$ cat src/hw/rtl/mtne_pkg.sv
// ----------------------------------------------------------------------------
// mtne_pkg
// Shared constants, codes and letter tables for the multi-tap name entry.
// ----------------------------------------------------------------------------
package mtne_pkg;

   localparam int NAME_MAX = 16;
   localparam int LEN_W    = $clog2(NAME_MAX + 1);
   localparam int POS_W    = $clog2(NAME_MAX);

   localparam logic [15:0] TAP_WINDOW_RESET = 16'd800;

   // csr register index (paddr[2])
   localparam logic CSR_IDX_TAP_WINDOW = 1'b0;

   // func codes
   localparam logic [2:0] FUNC_PRESS   = 3'd0;
   localparam logic [2:0] FUNC_TICK    = 3'd1;
   localparam logic [2:0] FUNC_BACK    = 3'd2;
   localparam logic [2:0] FUNC_APPEND  = 3'd3;
   localparam logic [2:0] FUNC_CLEAR   = 3'd4;
   localparam logic [2:0] FUNC_RESTART = 3'd5;

   // key codes
   localparam logic [3:0] KEY_LETTER_LO = 4'd1;
   localparam logic [3:0] KEY_LETTER_HI = 4'd8;
   localparam logic [3:0] KEY_DEL       = 4'd9;
   localparam logic [3:0] KEY_SPACE     = 4'd10;
   localparam logic [3:0] KEY_OK        = 4'd11;

   // result kinds
   localparam logic [1:0] KIND_STATUS      = 2'd0;
   localparam logic [1:0] KIND_SAVED_CHAR  = 2'd1;
   localparam logic [1:0] KIND_SAVED_EMPTY = 2'd2;
   localparam logic [1:0] KIND_LEFT        = 2'd3;

   localparam logic [7:0] CHAR_SPACE = 8'h20;

   typedef struct packed {
      logic             done_res;
      logic [3:0]       pending_key;
      logic             letter_pending;
      logic [LEN_W-1:0] name_length;
      logic [7:0]       char_out;
      logic [POS_W-1:0] char_pos;
      logic             char_written;
   } rsp_fields_type;

   function automatic logic [7:0] letter_base(input logic [3:0] key);
      logic [7:0] base;
      case (key)
         4'd1:    base = 8'h41; // A
         4'd2:    base = 8'h44; // D
         4'd3:    base = 8'h47; // G
         4'd4:    base = 8'h4A; // J
         4'd5:    base = 8'h4D; // M
         4'd6:    base = 8'h50; // P
         4'd7:    base = 8'h54; // T
         4'd8:    base = 8'h57; // W
         default: base = 8'h00;
      endcase
      return base;
   endfunction

   function automatic logic [2:0] letter_count(input logic [3:0] key);
      logic [2:0] cnt;
      case (key)
         4'd6, 4'd8: cnt = 3'd4;
         default:    cnt = 3'd3;
      endcase
      return cnt;
   endfunction

endpackage

$ cat src/hw/rtl/multi_tap_name_entry.sv
// ----------------------------------------------------------------------------
// multi_tap_name_entry
// Multi-tap name entry on a 12-key pad; name kept in a 16 x 8 RAM.
// Flow: an input is taken only in ST_IDLE; ST_EXEC then registers its result,
//   waiting while the output is stalled. A save alternates ST_READ and ST_STREAM
//   (a RAM read state, then an output state, for each stored character). A new
//   input is taken only back in ST_IDLE, once the last result is registered.
// Reset: synchronous, active high; clears control state, tap_window to 800.
//   The name RAM is not cleared; only written entries are ever read.
// ----------------------------------------------------------------------------
module multi_tap_name_entry (
   input  logic        clock,
   input  logic        reset,
   // req_tdata: key[3:0], char_in[11:4], now[43:12], zero[47:44]
   input  logic        req_tvalid,
   output logic        req_tready,
   input  logic [47:0] req_tdata,
   // req_tuser: func[2:0]
   input  logic [2:0]  req_tuser,
   // rsp_tdata: char_written[0], char_pos[4:1], char_out[12:5],
   //   name_length[17:13], letter_pending[18], pending_key[22:19], done_res[23]
   output logic        rsp_tvalid,
   input  logic        rsp_tready,
   output logic [23:0] rsp_tdata,
   // rsp_tuser: kind[1:0]
   output logic [1:0]  rsp_tuser,
   output logic        rsp_tlast,
   input  logic        csr_psel,
   input  logic        csr_penable,
   input  logic        csr_pwrite,
   input  logic [2:0]  csr_paddr,
   input  logic [31:0] csr_pwdata,
   output logic [31:0] csr_prdata,
   output logic        csr_pready
);

   import mtne_pkg::*;

   localparam logic [1:0] ST_IDLE   = 2'd0;
   localparam logic [1:0] ST_EXEC   = 2'd1;
   localparam logic [1:0] ST_READ   = 2'd2;
   localparam logic [1:0] ST_STREAM = 2'd3;

   logic [1:0]       state_ff, state_in;
   logic [2:0]       func_ff;
   logic [3:0]       key_ff;
   logic [7:0]       char_ff;
   logic [31:0]      now_ff;
   logic [LEN_W-1:0] name_len_ff, name_len_in;
   logic             live_valid_ff, live_valid_in;
   logic [3:0]       live_key_ff, live_key_in;
   logic [1:0]       tap_index_ff, tap_index_in;
   logic [31:0]      tap_time_ff, tap_time_in;
   logic             done_ff, done_in;
   logic [15:0]      tap_window_ff;
   logic [POS_W-1:0] rd_pos_ff, rd_pos_in;
   logic             rsp_valid_ff, rsp_valid_in;
   logic [1:0]       rsp_kind_ff;
   rsp_fields_type   rsp_data_ff;
   logic             rsp_last_ff;

   logic             req_fire;
   logic             slot_free;
   logic             emit;
   logic [1:0]       res_kind;
   logic             res_last;
   rsp_fields_type   res;
   logic             wr_en;
   logic [POS_W-1:0] wr_addr;
   logic [7:0]       wr_data;
   logic [7:0]       rd_data;
   logic [31:0]      elapsed;
   logic             in_window;
   logic [LEN_W-1:0] len_m1;
   logic [LEN_W-1:0] rd_pos_p1;
   logic [2:0]       tap_cnt;
   logic [2:0]       tap_p1;
   logic [1:0]       tap_next;
   logic [7:0]       letter_first;
   logic [7:0]       letter_cycled;
   logic             csr_wr;

   assign req_tready = (state_ff == ST_IDLE);
   assign req_fire   = req_tvalid && req_tready;
   assign slot_free  = !rsp_valid_ff || rsp_tready;

   assign csr_pready = 1'b1;
   assign csr_wr     = csr_psel && csr_penable && csr_pwrite && csr_pready &&
                       (csr_paddr[2] == CSR_IDX_TAP_WINDOW);
   assign csr_prdata = (csr_paddr[2] == CSR_IDX_TAP_WINDOW) ? {16'd0, tap_window_ff} : 32'd0;

   assign elapsed       = now_ff - tap_time_ff;
   assign in_window     = elapsed < {16'd0, tap_window_ff};
   assign len_m1        = name_len_ff - LEN_W'(1);
   assign rd_pos_p1     = {1'b0, rd_pos_ff} + LEN_W'(1);
   assign tap_cnt       = letter_count(key_ff);
   assign tap_p1        = {1'b0, tap_index_ff} + 3'd1;
   assign tap_next      = (tap_p1 == tap_cnt) ? 2'd0 : tap_p1[1:0];
   assign letter_first  = letter_base(key_ff);
   assign letter_cycled = letter_first + {6'd0, tap_next};

   always_comb begin
      state_in      = state_ff;
      name_len_in   = name_len_ff;
      live_valid_in = live_valid_ff;
      live_key_in   = live_key_ff;
      tap_index_in  = tap_index_ff;
      tap_time_in   = tap_time_ff;
      done_in       = done_ff;
      rd_pos_in     = rd_pos_ff;
      wr_en         = 1'b0;
      wr_addr       = name_len_ff[POS_W-1:0];
      wr_data       = 8'd0;
      emit          = 1'b0;
      res_kind      = KIND_STATUS;
      res_last      = 1'b1;
      res           = '0;

      unique case (state_ff)
         ST_IDLE: begin
            if (req_fire) begin
               state_in = ST_EXEC;
            end
         end
         ST_EXEC: begin
            if (slot_free) begin
               emit     = 1'b1;
               state_in = ST_IDLE;
               unique case (func_ff)
                  FUNC_PRESS: begin
                     case (key_ff) inside
                        KEY_OK: begin
                           live_valid_in = 1'b0;
                           live_key_in   = 4'd0;
                           tap_index_in  = 2'd0;
                           done_in       = 1'b1;
                           if (name_len_ff == '0) begin
                              res_kind = KIND_SAVED_EMPTY;
                           end else begin
                              emit      = 1'b0;
                              rd_pos_in = '0;
                              state_in  = ST_READ;
                           end
                        end
                        KEY_DEL: begin
                           live_valid_in = 1'b0;
                           live_key_in   = 4'd0;
                           tap_index_in  = 2'd0;
                           if (name_len_ff != '0) begin
                              name_len_in = len_m1;
                           end
                        end
                        KEY_SPACE: begin
                           live_valid_in = 1'b0;
                           live_key_in   = 4'd0;
                           tap_index_in  = 2'd0;
                           if (name_len_ff < LEN_W'(NAME_MAX)) begin
                              wr_en            = 1'b1;
                              wr_data          = CHAR_SPACE;
                              name_len_in      = name_len_ff + LEN_W'(1);
                              res.char_written = 1'b1;
                              res.char_pos     = name_len_ff[POS_W-1:0];
                              res.char_out     = CHAR_SPACE;
                           end
                        end
                        [KEY_LETTER_LO:KEY_LETTER_HI]: begin
                           if (live_valid_ff && (live_key_ff == key_ff) && in_window &&
                               (name_len_ff != '0)) begin
                              tap_index_in     = tap_next;
                              tap_time_in      = now_ff;
                              wr_en            = 1'b1;
                              wr_addr          = len_m1[POS_W-1:0];
                              wr_data          = letter_cycled;
                              res.char_written = 1'b1;
                              res.char_pos     = len_m1[POS_W-1:0];
                              res.char_out     = letter_cycled;
                           end else if (name_len_ff < LEN_W'(NAME_MAX)) begin
                              tap_index_in     = 2'd0;
                              live_key_in      = key_ff;
                              live_valid_in    = 1'b1;
                              tap_time_in      = now_ff;
                              wr_en            = 1'b1;
                              wr_data          = letter_first;
                              name_len_in      = name_len_ff + LEN_W'(1);
                              res.char_written = 1'b1;
                              res.char_pos     = name_len_ff[POS_W-1:0];
                              res.char_out     = letter_first;
                           end
                        end
                        default: begin
                        end
                     endcase
                  end
                  FUNC_TICK: begin
                     if (live_valid_ff && !in_window) begin
                        live_valid_in = 1'b0;
                        live_key_in   = 4'd0;
                        tap_index_in  = 2'd0;
                     end
                  end
                  FUNC_BACK: begin
                     live_valid_in = 1'b0;
                     live_key_in   = 4'd0;
                     tap_index_in  = 2'd0;
                     done_in       = 1'b1;
                     res_kind      = KIND_LEFT;
                  end
                  FUNC_APPEND: begin
                     live_valid_in = 1'b0;
                     live_key_in   = 4'd0;
                     tap_index_in  = 2'd0;
                     if (name_len_ff < LEN_W'(NAME_MAX)) begin
                        wr_en            = 1'b1;
                        wr_data          = char_ff;
                        name_len_in      = name_len_ff + LEN_W'(1);
                        res.char_written = 1'b1;
                        res.char_pos     = name_len_ff[POS_W-1:0];
                        res.char_out     = char_ff;
                     end
                  end
                  FUNC_CLEAR: begin
                     live_valid_in = 1'b0;
                     live_key_in   = 4'd0;
                     tap_index_in  = 2'd0;
                     name_len_in   = '0;
                  end
                  FUNC_RESTART: begin
                     live_valid_in = 1'b0;
                     live_key_in   = 4'd0;
                     tap_index_in  = 2'd0;
                     name_len_in   = '0;
                     done_in       = 1'b0;
                  end
                  default: begin
                  end
               endcase
            end
         end
         ST_READ: begin
            state_in = ST_STREAM;
         end
         ST_STREAM: begin
            if (slot_free) begin
               emit             = 1'b1;
               res_kind         = KIND_SAVED_CHAR;
               res.char_written = 1'b1;
               res.char_pos     = rd_pos_ff;
               res.char_out     = rd_data;
               res_last         = (rd_pos_p1 == name_len_ff);
               rd_pos_in        = rd_pos_p1[POS_W-1:0];
               state_in         = res_last ? ST_IDLE : ST_READ;
            end
         end
         default: begin
            state_in = ST_IDLE;
         end
      endcase

      res.name_length    = name_len_in;
      res.letter_pending = live_valid_in;
      res.pending_key    = live_valid_in ? live_key_in : 4'd0;
      res.done_res       = done_in;

      if (emit) begin
         rsp_valid_in = 1'b1;
      end else if (rsp_tready) begin
         rsp_valid_in = 1'b0;
      end else begin
         rsp_valid_in = rsp_valid_ff;
      end
   end

   always_ff @(posedge clock) begin
      if (reset) begin
         state_ff      <= ST_IDLE;
         name_len_ff   <= '0;
         live_valid_ff <= 1'b0;
         live_key_ff   <= 4'd0;
         tap_index_ff  <= 2'd0;
         tap_time_ff   <= 32'd0;
         done_ff       <= 1'b0;
         tap_window_ff <= TAP_WINDOW_RESET;
         rd_pos_ff     <= '0;
         rsp_valid_ff  <= 1'b0;
      end else begin
         state_ff      <= state_in;
         name_len_ff   <= name_len_in;
         live_valid_ff <= live_valid_in;
         live_key_ff   <= live_key_in;
         tap_index_ff  <= tap_index_in;
         tap_time_ff   <= tap_time_in;
         done_ff       <= done_in;
         rd_pos_ff     <= rd_pos_in;
         rsp_valid_ff  <= rsp_valid_in;
         if (csr_wr) begin
            tap_window_ff <= csr_pwdata[15:0];
         end
      end
   end

   always_ff @(posedge clock) begin
      if (req_fire) begin
         func_ff <= req_tuser;
         key_ff  <= req_tdata[3:0];
         char_ff <= req_tdata[11:4];
         now_ff  <= req_tdata[43:12];
      end
      if (emit) begin
         rsp_kind_ff <= res_kind;
         rsp_data_ff <= res;
         rsp_last_ff <= res_last;
      end
   end

   mtne_ram #(
      .WIDTH (8),
      .DEPTH (NAME_MAX)
   ) u_name_ram (
      .clock   (clock),
      .wr_en   (wr_en),
      .wr_addr (wr_addr),
      .wr_data (wr_data),
      .rd_addr (rd_pos_ff),
      .rd_data (rd_data)
   );

   assign rsp_tvalid = rsp_valid_ff;
   assign rsp_tdata  = rsp_data_ff;
   assign rsp_tuser  = rsp_kind_ff;
   assign rsp_tlast  = rsp_last_ff;

endmodule

$ cat src/hw/rtl/mtne_ram.sv
// ----------------------------------------------------------------------------
// mtne_ram
// Generic single-write, single-read RAM with registered read data.
// ----------------------------------------------------------------------------
module mtne_ram #(
   parameter int WIDTH = 8,
   parameter int DEPTH = 16
) (
   input  logic                     clock,
   input  logic                     wr_en,
   input  logic [$clog2(DEPTH)-1:0] wr_addr,
   input  logic [WIDTH-1:0]         wr_data,
   input  logic [$clog2(DEPTH)-1:0] rd_addr,
   output logic [WIDTH-1:0]         rd_data
);

   logic [WIDTH-1:0] mem [DEPTH];

   always_ff @(posedge clock) begin
      if (wr_en) begin
         mem[wr_addr] <= wr_data;
      end
      rd_data <= mem[rd_addr];
   end

endmodule

$ cat config.mk
export PLATFORM = sky130hd
export DESIGN_NAME = multi_tap_name_entry
export DESIGN_NICKNAME = d
export VERILOG_FILES = /design/src/hw/rtl/mtne_pkg.sv /design/src/hw/rtl/multi_tap_name_entry.sv /design/src/hw/rtl/mtne_ram.sv
export SDC_FILE = /design/constraint.sdc
export NUM_CORES = 1
export LEC_CHECK = 0
export BUFFER_PORTS_ARGS = -buffer_cell sky130_fd_sc_hd__buf_2
export CAP_MARGIN = 20
export CORE_ASPECT_RATIO = 0.9
export CORE_MARGIN = 2
export CORE_UTILIZATION = 35
export DETAILED_ROUTE_END_ITERATION = 16
export MAX_ROUTING_LAYER = met4
export PLACE_DENSITY = 0.6
export SYNTH_ARGS = -nofsm -noshare
export SYNTH_HDL_FRONTEND = slang
export SYNTH_HIERARCHICAL = 1
export SYNTH_SLANG_ARGS = --single-unit
$ cat constraint.sdc
create_clock -name clock -period 7.27 [get_ports clock]
set_clock_uncertainty 0.2 [all_clocks]
set_input_delay 0.3635 -clock clock [delete_from_list [all_inputs] [get_ports clock]]
set_output_delay 0.3635 -clock clock [all_outputs]
set_load 0.05 [all_outputs]
[Yosys cells after proc, flatten, opt, wreduce, memory -nomap -nowiden]
Memories as Yosys holds them, arrays and structs flattened. A register that Yosys moved wholly into a read port is not among the register bits.
Cells that the tools add are included.
Word-level totals
  flip-flop bits (word level): 142
  memory bits (writable): 128
  bits in read-only memories: 96
  input bits: 93
  word-level logic and storage cells: 210
  memories kept: 2
Operators by class
  $add $sub $neg: 6
  order comparisons: 4
  equality and inequality tests: 25
  multiplexer cells: 118
  bitwise operators: 4
  reductions and logical operators: 28
Memories
  u_name_ram.mem: words 16, bits a word 8, rd ports 1, clocked after Yosys merged registers in 1, wr ports 1, RTL line mtne_ram.sv:17  | logic [WIDTH-1:0] mem [DEPTH];
  (no name shown): words 16, bits a word 6, rd ports 1, clocked after Yosys merged registers in 1, wr ports 0, RTL line mtne_pkg.sv:51  | case (key)
Operator list (number)
  13-bit two-way mux: 9
  4-bit two-way mux: 23
  8-bit two-way mux: 9
  32-bit two-way mux: 2
  13-bit case mux with 2 select lines: 2
  5-bit two-way mux: 9
  2-bit two-way mux: 18
  32-bit by 16-bit < comparator with 1-bit output: 1
  32-bit subtractor: 1
  1-bit two-way mux: 30
  4-bit == test (second input constant): 4
  16-bit two-way mux: 1
  8-bit case mux with 2 select lines: 1
  5-bit case mux with 3 select lines: 1
  4-bit case mux with 3 select lines: 1
  6-bit AND reduction: 2
  11-bit two-way mux: 1
  2-bit != test (second input constant): 5
  1-bit logical AND: 9
  8-bit by 2-bit adder with 8-bit output: 1
  2-bit case mux with 2 select lines: 2
  2-bit case mux with 4 select lines: 1
  4-bit case mux with 2 select lines: 1
  8-bit AND reduction: 1
  other kinds (37): 50

[Logic depth before layout (Yosys ltp)]
Gate-level depths: netlist (run 1).
  depth after elaboration: 14
  depth in mapped cells: 26
  mapped depth without buffers: 24

[Hierarchy]
The synthesis (run 1) kept the hierarchy.
By module, submodules not included
  multi_tap_name_entry: instances 1, cells each 1086, area each 9544.2 µm²
  mtne_ram: instances 1, cells each 229, area each 5147.4 µm²

[Worst setup path after synthesis (run 1)]
OpenSTA, ideal clock, no wires.
  path kind: register to register
  start point: register now_ff[9]
  end point: memory u_name_ram.mem[0][0] (enable)
  library setup time: 0.383 ns
  data arrival time: 5.518 ns
  slack: 1.169 ns
  cell stages (with the launch flop): 22
  path buffers: 1
  period minus slack after synthesis: 6.101 ns
  path through: edfxtp_1 ha_1 a21oi_2 nand2_1 a211oi_2 and2_1 o21ai_0 xor2_1 ha_1 a21o_1 a21oi_1 nor2b_1 a2111oi_0 o2111ai_1 a2111oi_4 nand4b_4 or2_0 clkbuf_1 a31o_2 nor2_1 or3b_2 nor3_1
Between the ends
  longest elaborated chain between the ends: 14
  elaborated cells on any way between the ends: 22
Ends and longest elaborated chain
  start: declaration: RTL line multi_tap_name_entry.sv:48  | logic [31:0] now_ff;
  start signal: assignment: RTL line multi_tap_name_entry.sv:306  | now_ff <= req_tdata[43:12];
  32-bit subtractor: RTL line multi_tap_name_entry.sv:92  | assign elapsed = now_ff - tap_time_ff;
  32-bit by 16-bit < comparator with 1-bit output: RTL line multi_tap_name_entry.sv:93  | assign in_window = elapsed < {16'd0, tap_window_ff};
  1-bit logical AND (2 in series): RTL line multi_tap_name_entry.sv:167  | if (live_valid_ff && (live_key_ff == key_ff) && in_window &&
  1-bit two-way mux: RTL line multi_tap_name_entry.sv:167
  1-bit two-way mux (4 in series): RTL line multi_tap_name_entry.sv:131  | case (key_ff) inside
  1-bit case mux with 2 select lines: RTL line multi_tap_name_entry.sv:129  | unique case (func_ff)
  1-bit two-way mux: RTL line multi_tap_name_entry.sv:126  | if (slot_free) begin
  1-bit two-way mux: RTL line multi_tap_name_entry.sv:119  | unique case (state_ff)
  named net wr_en: RTL line multi_tap_name_entry.sv:68  | logic wr_en;
  1-bit two-way mux: RTL line mtne_ram.sv:20  | if (wr_en) begin
  1-bit two-way mux (implied by the code): RTL line mtne_ram.sv:21  | mem[wr_addr] <= wr_data;
  end: declaration: RTL line mtne_ram.sv:17
The timed path passes the listed nets, and every way through them passes these cells.

[Worst setup path after layout (run 1)]
Same ends and word-level chain as after synthesis.

==> results of run 1 <==
logic make-up (layout without fill, tap and decap cells):
group	Yosys count	after routing	share of synthesized area, %
and+or+nand+nor	425	425	14.0
AOI/OAI and AO/OA	290	290	13.6
DFF	284	284	52.5
buffers and inverters	149	338	4.81
muxes	75	75	8.22
adders and majority gates	55	55	4.79
xor gates and xnor gates	35	35	2.09
other	2	17	0.0511
power breakdown:
part           internal (W)  total (W)  switching [W]
sequential          0.00177    0.00179      0.0000266
combinational      0.000148   0.000419       0.000271
clock              0.000873    0.00151       0.000639
total               0.00279    0.00372       0.000937
layer usage:
metal / track usage, % / routed length [um] / vias up
li1: - / - / 5257
met1: 26.7 / 19200 / 5396
met2: 26.3 / 16700 / 346
met3: 2.32 / 2340 / 49
met4: 4.75 / 696 / 0
met5: - / 0 / -
flip-flops by register name, summed over array words and instances (netlist names), 2 cells and up:
name	count
tap_index_ff	2
now_ff	32
letter_first	6
name_len_ff	5
func_ff	3
rsp_tuser	2
char_ff	8
rd_pos_ff	4
state_ff	2
tap_time_ff	32
rsp_tdata	24
u_name_ram/mem	128
u_name_ram/rd_data	8
key_ff	4
tap_window_ff	16
live_key_ff	4
per-stage QoR:
stage | area (sq um) | setup WS, ps | instances
after detailed placement | 15800 | 690 | 1944
after CTS | 17500 | 629 | 2066
after global routing | 17500 | 13.2 | 2066
after global placement | 15800 | 725 | 1944
final | 17500 | 503 | 2066
after floorplan | 14700 | 1170 | 1330
cells in the mapped netlist, drive strengths merged, types with 4 or more instances:
master and n:
a211oi 11, clkbuf 44, buf 36, and4 5, dfxtp 82, o21ai 52
o221ai 5, o22ai 5, and3 12, nand3b 4, a221oi 5, and2 13
a2111oi 8, a211o 5, nand4 17, ha 53, nor3 40, a21oi 79
mux2i 40, nand2b 13, or4 6, nor2b 12, nand2 116, a21o 13
a22oi 24, xnor2 19, or2 8, mux4 32, inv 65, xor2 16
nor4 9, nor2 125, a31oi 10, o21a 5, nand3 25, edfxtp 202
o31ai 9, o211ai 15, o21bai 8, or3 9
worst paths after layout:
kind	start	endpoint
worst min register to register	tap_window_ff[15]	tap_window_ff[15]
worst max register to register	now_ff[9]	u_name_ram/mem[0][0]
worst min-delay path	rsp_tready	rsp_tvalid
worst max-delay path	now_ff[9]	u_name_ram/mem[0][0]
tightest hold or removal path: cells and delay by family:
family / cells / cell delay, ps
AOI/OAI and AO/OA: 1 / 140
and+or+nand+nor: 2 / 170
buffers and inverters: 1 / 70
repair_timing:
item	in CTS	in global routing
setup endpoints to repair	0	0
hold endpoints to repair	66	0
hold buffers	64	0
layout make-up:
class	count	share of cell area, %
sequential	284	44.2
multi-input combinational	897	36.3
timing repair buffer	214	8.54
clock buffer	37	4.69
tap	547	3.92
inverter	66	1.42
clock inverter	21	0.960
==> out/results.txt, run 1 <==
For the maximum number of pins on one net before global-route repair, the log shows 66. Setup repair after global routing left no endpoint under its margin. The clock drives 284 sinks. Of the synthesized area, sequential elements account for 52.5%. The worst voltage drop across the vdd grid is 0.219 mV, and the fraction of layout cells with a size suffix above 1 is 16.2%. The worst hold path was traced through 4 stages. The CTS H-tree depth is 1, and the peak clock frequency supported by timing is 148 MHz.

The initial antenna violation count was 0. The slowest stage of the critical path belongs to the cell sky130_fd_sc_hd__a211oi_2. After filler insertion, the fill cell instance count of the layout stands at 3970.

Dividing total power by cell area gives a power density of 213 nW/um^2. The global-route wire length before repair is 59.7 mm. For the worst flop-to-flop path, the logic depth is 21. Max-cap violations in this run came to 0.

The flow ran to the end, and the final reports show no timing, DRC or antenna violations. For the weighted congestion at the end of routability-driven global placement, the log shows 0.888. The fraction of synthesized cell area taken by the top area cell type was 41.3%; the number of enable flip-flop cells after synthesis was 202. The data arrival time of the critical path was 6830 ps. The tightest min-delay check is of the primary input to flop type.

Measured along the x axis, the die boundary spans 220 um. The biggest area contributor in the post-synthesis netlist is sky130_fd_sc_hd__edfxtp_1. Relative to the synthesized area, the layout overhead comes to 18.9%. The critical path in this run is classified as flop to flop. The tree is rooted in a sky130_fd_sc_hd__clkbuf_16. Synthesis handed over a netlist of 1315 instances. The worst register-to-register path has a setup slack of 500 ps. Input and output buffers added on the ports amount to 115. The post-synthesis async set-or-reset flop share was 0%. In the layout the commonest cells are 202 x sky130_fd_sc_hd__edfxtp_1, 124 x sky130_fd_sc_hd__nor2_1, 116 x sky130_fd_sc_hd__nand2_1. The run gives 0 ps as the post-route setup TNS. The number of antenna diodes in the final layout is 0. Dividing the detail-routed wire length by the instance count gives 18.9 um. In the routed design, unresolved DRC markers number 0.

By area the synthesized netlist is led by sky130_fd_sc_hd__edfxtp_1 41%, sky130_fd_sc_hd__dfxtp_1 11%, sky130_fd_sc_hd__ha_1 4.5%. For the number of top-level pins, the log shows 155. The setup violation total in the final timing report came out at 0. The post-layout minimum cycle time was 6770 ps; the total buffers and inverters traversed by the critical path was 1.

After clock tree synthesis, the clock-pin slew on the worst setup and hold paths is 60 ps. Summing over every cut layer, the via total after detailed routing is 11000. In this run the remaining antenna-violating nets after routing total 0. The number of buffers created by CTS is 31, and the share of the core filled with cells in the final layout is 42.0%. The most common cell type on the critical path is sky130_fd_sc_hd__ha_1.

The via count of the first global-routing pass was 10600; the area taken by flip-flops and latches was 7710 sq um. After synthesis, the netlist uses 91 different library cells. The yosys synthesis warning count is 6. After global routing the overflow that remains totals 0. The area occupied by multi-input gates was 6340 sq um; the total core area was 41600 sq um.

At the later pin of the worst-skew pair, clock insertion delay measures 590 ps. The design draws 0.00372 W. The largest single stage delay on the critical path is 570 ps. The first detailed-routing pass ran for 7 iterations.

The logs give 30.9 ps for the worst hold slack after final layout and 18.1% for the aggregate global-route resource usage. The critical path runs through a total of 21 cells. The worst setup path is captured at a flop.

The number of pins with negative max-slew slack in the final report was 0. HPWL reported at the end of detailed placement: 27.5 mm. TritonCTS built the clock tree. The net count of the finished layout was 1642; the number of core rows was 71.

In this run the deepest clock path goes through 3 buffers. For this configuration, the core starts out at a cell density of 35.3%. The critical path goes through ha_1, a21oi_2, nand2_1, a211oi_2, and2_1, o21ai_0, xor2_1, ha_1, a21o_1, a21oi_1, nor2b_1, a2111oi_0, o2111ai_1, a2111oi_4, nand4b_4, or2_0, a31o_2, nor2_1, or3b_2, nor3_1, buf_4. The kind of cell with the highest combined delay along the critical path is compound AO/OA/AOI/OAI gates. At the worst endpoint, the required time is 7340 ps. The die outline height came out at 198 um. The vias per cell came out at 5.35.

The mapped netlist covers 14700 sq um. The worst setup path is launched from a flop. For this run, the leading register cell type out of synthesis is sky130_fd_sc_hd__edfxtp_1. After the first detailed-routing iteration, the DRC count stood at 872. For the pin with the worst max-slew slack, the measured transition is 1010 ps. The worst slew margin relative to its limit is 32.5%.

Total length of routed wires: 39.0 mm. Counting flops and latches in the post-synthesis netlist gives 284. After layout, the worst path uses 93.1% of the clock period. For the post-CTS setup buffer count, the log shows 0. The logs give 0 for the number of endpoints with negative hold slack in the final report and 0 for the post-cts repair resize count. For this design the static power due to leakage is 6.14 nW.

The average instance in the mapped netlist occupies 11.2 sq um. The floorplan step defined a die boundary enclosing 43600 sq um. The largest driver fanout on the critical path is 12. The most frequent standard cell in the layout excluding fill and tap cells is sky130_fd_sc_hd__edfxtp_1.
Power figures use the tool's default switching activity.
==> run 2, diff against run 1 <==
CELL_PAD_IN_SITES_DETAIL_PLACEMENT = 0   (was unset)
CELL_PAD_IN_SITES_GLOBAL_PLACEMENT = 1   (was unset)
PLACE_DENSITY = 0.7   (was 0.6)
==> out/results.txt, run 2 (synthesis results as in run 1) <==
TritonCTS built the clock tree. The tools report the CTS H-tree depth as 2 (+1). For the count of routing violations after the opening detailed-route iteration, the log shows 913 (+4.7%). Setup repair after global routing left no endpoint under its margin.

The largest driver fanout on the critical path was 10 (-2). The tools report the cell area after placement as 15800 sq um (-0.22%). The tools report the number of max-cap violations as 0 (unchanged). The width of the die was 220 um (unchanged).

In the final layout, the registers with the most flip-flops are u_name_ram/mem x128, now_ff x32, tap_time_ff x32. The tools report the area of the die as 43600 sq um (unchanged). The maximum number of pins on one net before global-route repair was 66 (unchanged); the total length of routed wires was 39.8 mm (+2.0%).

The critical path is of the flop to flop type. The via count of the first global-routing pass is 10500 (-1.3%), and the finished layout cell area is 17600 sq um (+0.82%). The number of remaining DRC errors was 0 (unchanged); the number of pins with negative max-slew slack in the final report was 0 (unchanged).

The worst setup path is captured at a flop. The net count of the finished layout is 1643 (+0.061%), and the transition time at the pin with the least slew margin is 973 ps (-33.2 ps). The total vias in the final route is 11000 (-0.64%).

The post-CTS setup buffer count was 0 (unchanged). For the number of core rows, the log shows 71 (unchanged). The most common cell type on the critical path was sky130_fd_sc_hd__ha_1. In the layout the commonest cells are 202 x sky130_fd_sc_hd__edfxtp_1, 124 x sky130_fd_sc_hd__nor2_1, 116 x sky130_fd_sc_hd__nand2_1.

The effective utilization at floorplan is 35.3% (unchanged). Traced cell by cell, the critical path runs through ha_1, a21oi_2, nand2_1, a211oi_2, and2_1, o21ai_0, xor2_1, ha_1, a21o_1, a21oi_1, nor2b_1, a2111oi_1, o2111ai_1, a2111oi_4, nand4b_4, or2_0, a31o_2, nor2_1, or3b_2, nor3_1, buf_4. On the critical path, the stage with the largest delay is an instance of sky130_fd_sc_hd__a2111oi_1.

The iteration count of the initial detailed-routing pass came out at 5 (-2). Number of top-level pins: 155 (unchanged). Setup violation total in the final timing report: 0 (unchanged). The number of buffers created by CTS is 34 (+9.7%), and the clock-pin transition on the worst setup and hold timing paths is 60 ps (about the same). The number of flip-flops under the largest register name is 128 (unchanged), and the total global routing overflow is 0 (unchanged). Vias per cell: 5.31 (-0.69%). The worst voltage drop across the vdd grid came out at 0.126 mV (-42%). The most frequent standard cell in the layout excluding fill and tap cells was sky130_fd_sc_hd__edfxtp_1. The required arrival time at the worst endpoint was 7310 ps (-30 ps). The count of clock tree sinks came out at 284 (unchanged). Global-route wire length before repair: 60.6 mm (+1.5%). HPWL reported at the end of detailed placement: 27.8 mm (+1.1%). The weighted congestion at the end of routability-driven global placement came out at 0.871 (-1.9%). The initial antenna violation count was 0 (unchanged); the post-detailed-route count of antenna-violating nets was 0 (unchanged).

The worst setup path is launched from a flop. The total core area was 41600 sq um (unchanged); the static leakage power was 6.20 nW (+1.0%). CTS placed an instance of sky130_fd_sc_hd__clkbuf_16 at the clock tree root.

The cell family contributing the most delay on the critical path is compound AO/OA/AOI/OAI gates. The fraction of layout cells with a size suffix above 1 was 16.4% (+0.19 points). The worst hold path belongs to the class primary input to flop. Clock latency reported for the late side of the worst-skew pair: 550 ps (-40 ps). u_name_ram/mem holds more flip-flops than any other register.

The flow ran to the end, and the final reports show no timing, DRC or antenna violations. Post-layout minimum cycle time: 6750 ps (-15.1 ps). The logs give 0 ps (unchanged) for the post-route setup TNS and 6800 ps (-30 ps) for the data arrival time of the critical path.

The worst-case clock buffer depth is 3 (unchanged). The count of inserted antenna diode cells was 0 (unchanged). The quantity of I/O buffers inserted on ports is 115 (unchanged). The number of endpoints with negative hold slack in the final report is 0 (unchanged), and the total power per unit cell area is 225 nW/um^2 (+5.6%).

The run gives 148 MHz (+0.22%) as the peak clock frequency supported by timing. The die outline height was 198 um (unchanged); the area growth from synthesis to layout was 19.8%. The share of the clock period used by the worst path was 92.9% (-0.21 points); the worst slew margin relative to its limit was 35.0% (+2.5 points). The aggregate global-route resource usage was 18.7% (+0.54 points). The largest incremental delay on the critical path is 540 ps (-30 ps), and the total buffers and inverters traversed by the critical path is 1 (unchanged). Per-cell routed wire length: 19.2 um (+2.0%).
## run 2: changes by cell type in the layout (fill, tap and decap cells not counted), moves of 2 or more
cell / change
sky130_fd_sc_hd__clkinv_1: -5
sky130_fd_sc_hd__clkbuf_16: +4
sky130_fd_sc_hd__clkinv_2: -4
sky130_fd_sc_hd__clkbuf_1: +3
sky130_fd_sc_hd__clkinv_8: +2
sky130_fd_sc_hd__bufinv_16: +2
## run 2: cell type report
type                            instances  area [sq um]
Clock buffer                           45           943
Clock inverter                         16           211
Fill cell                            3948         24000
Inverter                               66           248
Multi-Input combinational cell        897          6340
Sequential cell                       284          7710
Tap cell                              547           684
Timing Repair Buffer                  212          1460
## run 2: worst paths after layout
kind                         start                    to  slack [ps]  cells past startpoint
hold / removal          rsp_tready            rsp_tvalid          80                      4
setup reg to reg         now_ff[9]  u_name_ram/mem[0][2]         520                     21
setup / recovery         now_ff[9]  u_name_ram/mem[0][2]         520                     21
hold reg to reg   tap_window_ff[2]      tap_window_ff[2]         260                      2
## run 2: stage by stage
stage                     instances  worst slack (ps)  util, %  hold slack [ps]  total power, W
after floorplan                1330              1170        -              236         0.00211
after global placement         1941               733     38.0              244         0.00222
after detailed placement       1941               508     38.0              252         0.00222
after CTS                      2066               500     42.3             91.0         0.00401
after global routing           2067               137     42.3              131         0.00411
final                          2067               518     42.3             82.3         0.00396
## run 2: where the power goes
group	switching [W]	internal [W]	total (W)
Clock	0.000682	0.00106	0.00175
Sequential	0.0000286	0.00177	0.00179
Combinational	0.000277	0.000146	0.000423
## run 2: repair_timing
item,CTS,global route
hold endpoints to repair,65,0
gates resized for setup,0,1
setup endpoints to repair,0,8
hold buffers,64,0
## run 2: worst min-delay path, delay by kind of cell
family / cells / cell delay, ps
compound gates: 1 / 140
buf+inv: 1 / 80
simple gates: 2 / 190
## run 2: layer usage
metal / vias up / track usage (%) / wire length (um)
li1: 5254 / - / -
met1: 5328 / 27.6 / 19600
met2: 343 / 26.4 / 16900
met3: 52 / 3.30 / 2530
met4: 0 / 4.57 / 722
met5: - / - / 0
==> run 3, diff against run 2 <==
CORE_UTILIZATION = 47   (was 35)
PLACE_DENSITY = 0.88   (was 0.7)
TNS_END_PERCENT = 20   (was unset)
==> out/results.txt, run 3 (synthesis results as in run 1) <==
The net count of the finished layout is 1639 (-0.24%). Total global routing overflow: 0 (unchanged). The logs give 590 ps (+40 ps) for the clock latency reported for the late side of the worst-skew pair and 284 (unchanged) for the count of clock tree sinks. Weighted congestion at the end of routability-driven global placement: 0.933 (+7.1%). The quantity of I/O buffers inserted on ports is 115 (unchanged), and the die outline height is 172 um (-13%). The run gives 0.229 mV (+82%) as the worst voltage drop across the vdd grid. The number of top-level pins is 155 (unchanged), and the global-route wire length before repair is 58.1 mm (-4.2%).

For the peak clock frequency supported by timing, the log shows 148 MHz (+0.10%). TritonCTS built the clock tree. The worst setup path is launched from a flop. The static leakage power is 6.17 nW (-0.58%).

The run gives 25.5 mm (-8.2%) as the HPWL reported at the end of detailed placement. Post-detailed-route count of antenna-violating nets: 0 (unchanged). The width of the die works out to 190 um (-13%).

The run gives 0 (unchanged) as the setup violation total in the final timing report. The number of remaining DRC errors was 0 (unchanged). The number of core rows is 61 (-14%). Transition time at the pin with the least slew margin: 1000 ps (+27.5 ps). The worst slew margin relative to its limit came out at 33.1% (-1.9 points).

The share of the clock period used by the worst path was 92.8% (-0.096 points); the total vias in the final route was 11000 (-0.17%). The number of buffers created by CTS was 30 (-12%). The worst reg2reg path depth is 21 (unchanged), and the iteration count of the initial detailed-routing pass is 5 (unchanged). The critical setup path kind is flop to flop. Leaving out fill and tap cells, the most frequent cell in the layout is sky130_fd_sc_hd__edfxtp_1. Setup repair after global routing left no endpoint under its margin.

For the number of inserted filler cells in the final layout, the log shows 2589 (-34%). For the initial antenna violation count, the log shows 0 (unchanged). Count of routing violations after the opening detailed-route iteration: 898 (-1.6%). The total power per unit cell area works out to 223 nW/um^2 (-1.2%). The tree is rooted in a sky130_fd_sc_hd__clkbuf_16. For the post-route setup TNS, the log shows 0 ps (unchanged). Post-CTS setup buffer count: 0 (unchanged). The post-layout minimum cycle time is 6750 ps (-6.97 ps). The fraction of layout cells with a size suffix above 1 was 16.0% (-0.34 points). The worst min-delay path class was primary input to flop.

The worst-case clock buffer depth was 3 (unchanged). The run gives 6840 ps (+40 ps) as the data arrival time of the critical path. The logs give 0 (unchanged) for the count of inserted antenna diode cells and 17300 sq um (-1.5%) for the finished layout cell area. STA classifies the critical path endpoint as a flop. The vias per cell works out to 5.70 (+7.2%). The aggregate global-route resource usage is 23.3% (+4.6 points), and the required arrival time at the worst endpoint is 7370 ps (+60 ps). The per-cell routed wire length was 19.3 um (+0.11%); the total length of routed wires was 37.1 mm (-6.8%). In the final layout, the registers with the most flip-flops are u_name_ram/mem x128, now_ff x32, tap_time_ff x32. The tools report the via count of the first global-routing pass as 10500 (+0.21%).

The tools report the register-to-register setup slack as 520 ps (about the same). The tools report the number of max-cap violations as 0 (unchanged). For the total core area, the log shows 30800 sq um (-26%). From synthesis to final layout, the design area changed by 18.1%.

The number of flip-flops under the largest register name came out at 128 (unchanged). Register bank with the most flops: u_name_ram/mem. The run gives 15600 sq um (-1.1%) as the cell area after placement.

The number of pins with negative max-slew slack in the final report came out at 0 (unchanged). The CTS H-tree depth is 1 (-1), and the clock-pin transition on the worst setup and hold timing paths is 60 ps (about the same). The worst hold path depth is 4 (unchanged). For the area of the die, the log shows 32700 sq um (-25%). The largest driver fanout on the critical path is 18 (+8), and the effective utilization at floorplan is 47.6% (+12 points). For the number of endpoints with negative hold slack in the final report, the log shows 0 (unchanged).

The maximum number of pins on one net before global-route repair came out at 66 (unchanged). The run finished with clean final reports. Leaving out fill and tap cells, the most frequent cells in the layout are 202 x sky130_fd_sc_hd__edfxtp_1, 124 x sky130_fd_sc_hd__nor2_1, 116 x sky130_fd_sc_hd__nand2_1.
-- run 3: changes by cell type in the layout (fill, tap and decap cells not counted), sizes merged --
cell / previous run / this run
clkinv: 10 / 6
clkinvlp: 2 / 1
bufinv: 4 / 6
inv: 66 / 67
clkbuf: 45 / 42
-- run 3: routing by layer --
metal / global-route usage [%] / up-vias / wire length (um)
li1: - / 5248 / -
met1: 32.5 / 5260 / 16900
met2: 36.5 / 387 / 17100
met3: 2.69 / 63 / 2330
met4: 5.63 / 0 / 790
met5: - / - / 0
-- run 3: where the power goes --
part	total, W	internal, W	switching [W]
Clock	0.00165	0.00101	0.000641
Sequential	0.00179	0.00177	0.0000268
Combinational	0.000417	0.000148	0.000270
Total	0.00386	0.00292	0.000937
-- run 3: through the flow --
| step | hold slack (ps) | utilization, % | cells | power [W] | setup WS (ps) |
|---|---|---|---|---|---|
| after global routing | 60.4 | 56.3 | 1924 | 0.00400 | 36.9 |
| after global placement | 241 | 50.7 | 1804 | 0.00221 | 693 |
| after detailed placement | 247 | 50.7 | 1804 | 0.00221 | 544 |
| after CTS | 43.2 | 56.3 | 1924 | 0.00389 | 571 |
| final | 56.8 | 56.3 | 1924 | 0.00386 | 525 |
| after floorplan | 236 | - | 1330 | 0.00211 | 1170 |
-- run 3: what timing repair did --
action                                 4_1_cts  5_1_grt
hold buffers                                64        0
endpoints found under the hold margin       66        0
resized for setup                            0        0
-- run 3: path summary, 6_finish.rpt --
| kind | startpoint | to |
|---|---|---|
| max | now_ff[9] | u_name_ram/mem[0][2] |
| min | rsp_tready | rsp_tvalid |
| max reg2reg | now_ff[9] | u_name_ram/mem[0][2] |
| min reg2reg | tap_window_ff[15] | tap_window_ff[15] |
-- run 3: area by class of cell --
type / count / area (sq um) / area share [%]
clock buffers: 42 / 826 / 4.76
clock inverters: 14 / 254 / 1.46
inverters: 66 / 248 / 1.43
multi-input cells: 897 / 6340 / 36.5
flip-flops and latches: 284 / 7710 / 44.4
well taps: 409 / 512 / 2.95
repair buffers: 212 / 1460 / 8.44
-- run 3: critical path, cell delays in order, from the launching register on --
cell and delay (ps):
sky130_fd_sc_hd__edfxtp_1 390, sky130_fd_sc_hd__ha_1 390, sky130_fd_sc_hd__a21oi_2 270, sky130_fd_sc_hd__nand2_1 100
sky130_fd_sc_hd__a211oi_2 460, sky130_fd_sc_hd__and2_1 300, sky130_fd_sc_hd__o21ai_0 140, sky130_fd_sc_hd__xor2_1 160
sky130_fd_sc_hd__ha_1 300, sky130_fd_sc_hd__a21o_1 160, sky130_fd_sc_hd__a21oi_1 140, sky130_fd_sc_hd__nor2b_1 90
sky130_fd_sc_hd__a2111oi_0 500, sky130_fd_sc_hd__o2111ai_1 310, sky130_fd_sc_hd__a2111oi_4 380, sky130_fd_sc_hd__nand4b_4 350
sky130_fd_sc_hd__or2_0 450, sky130_fd_sc_hd__a31o_2 310, sky130_fd_sc_hd__nor2_1 190, sky130_fd_sc_hd__or3b_2 530
sky130_fd_sc_hd__nor3_1 160, sky130_fd_sc_hd__buf_4 200
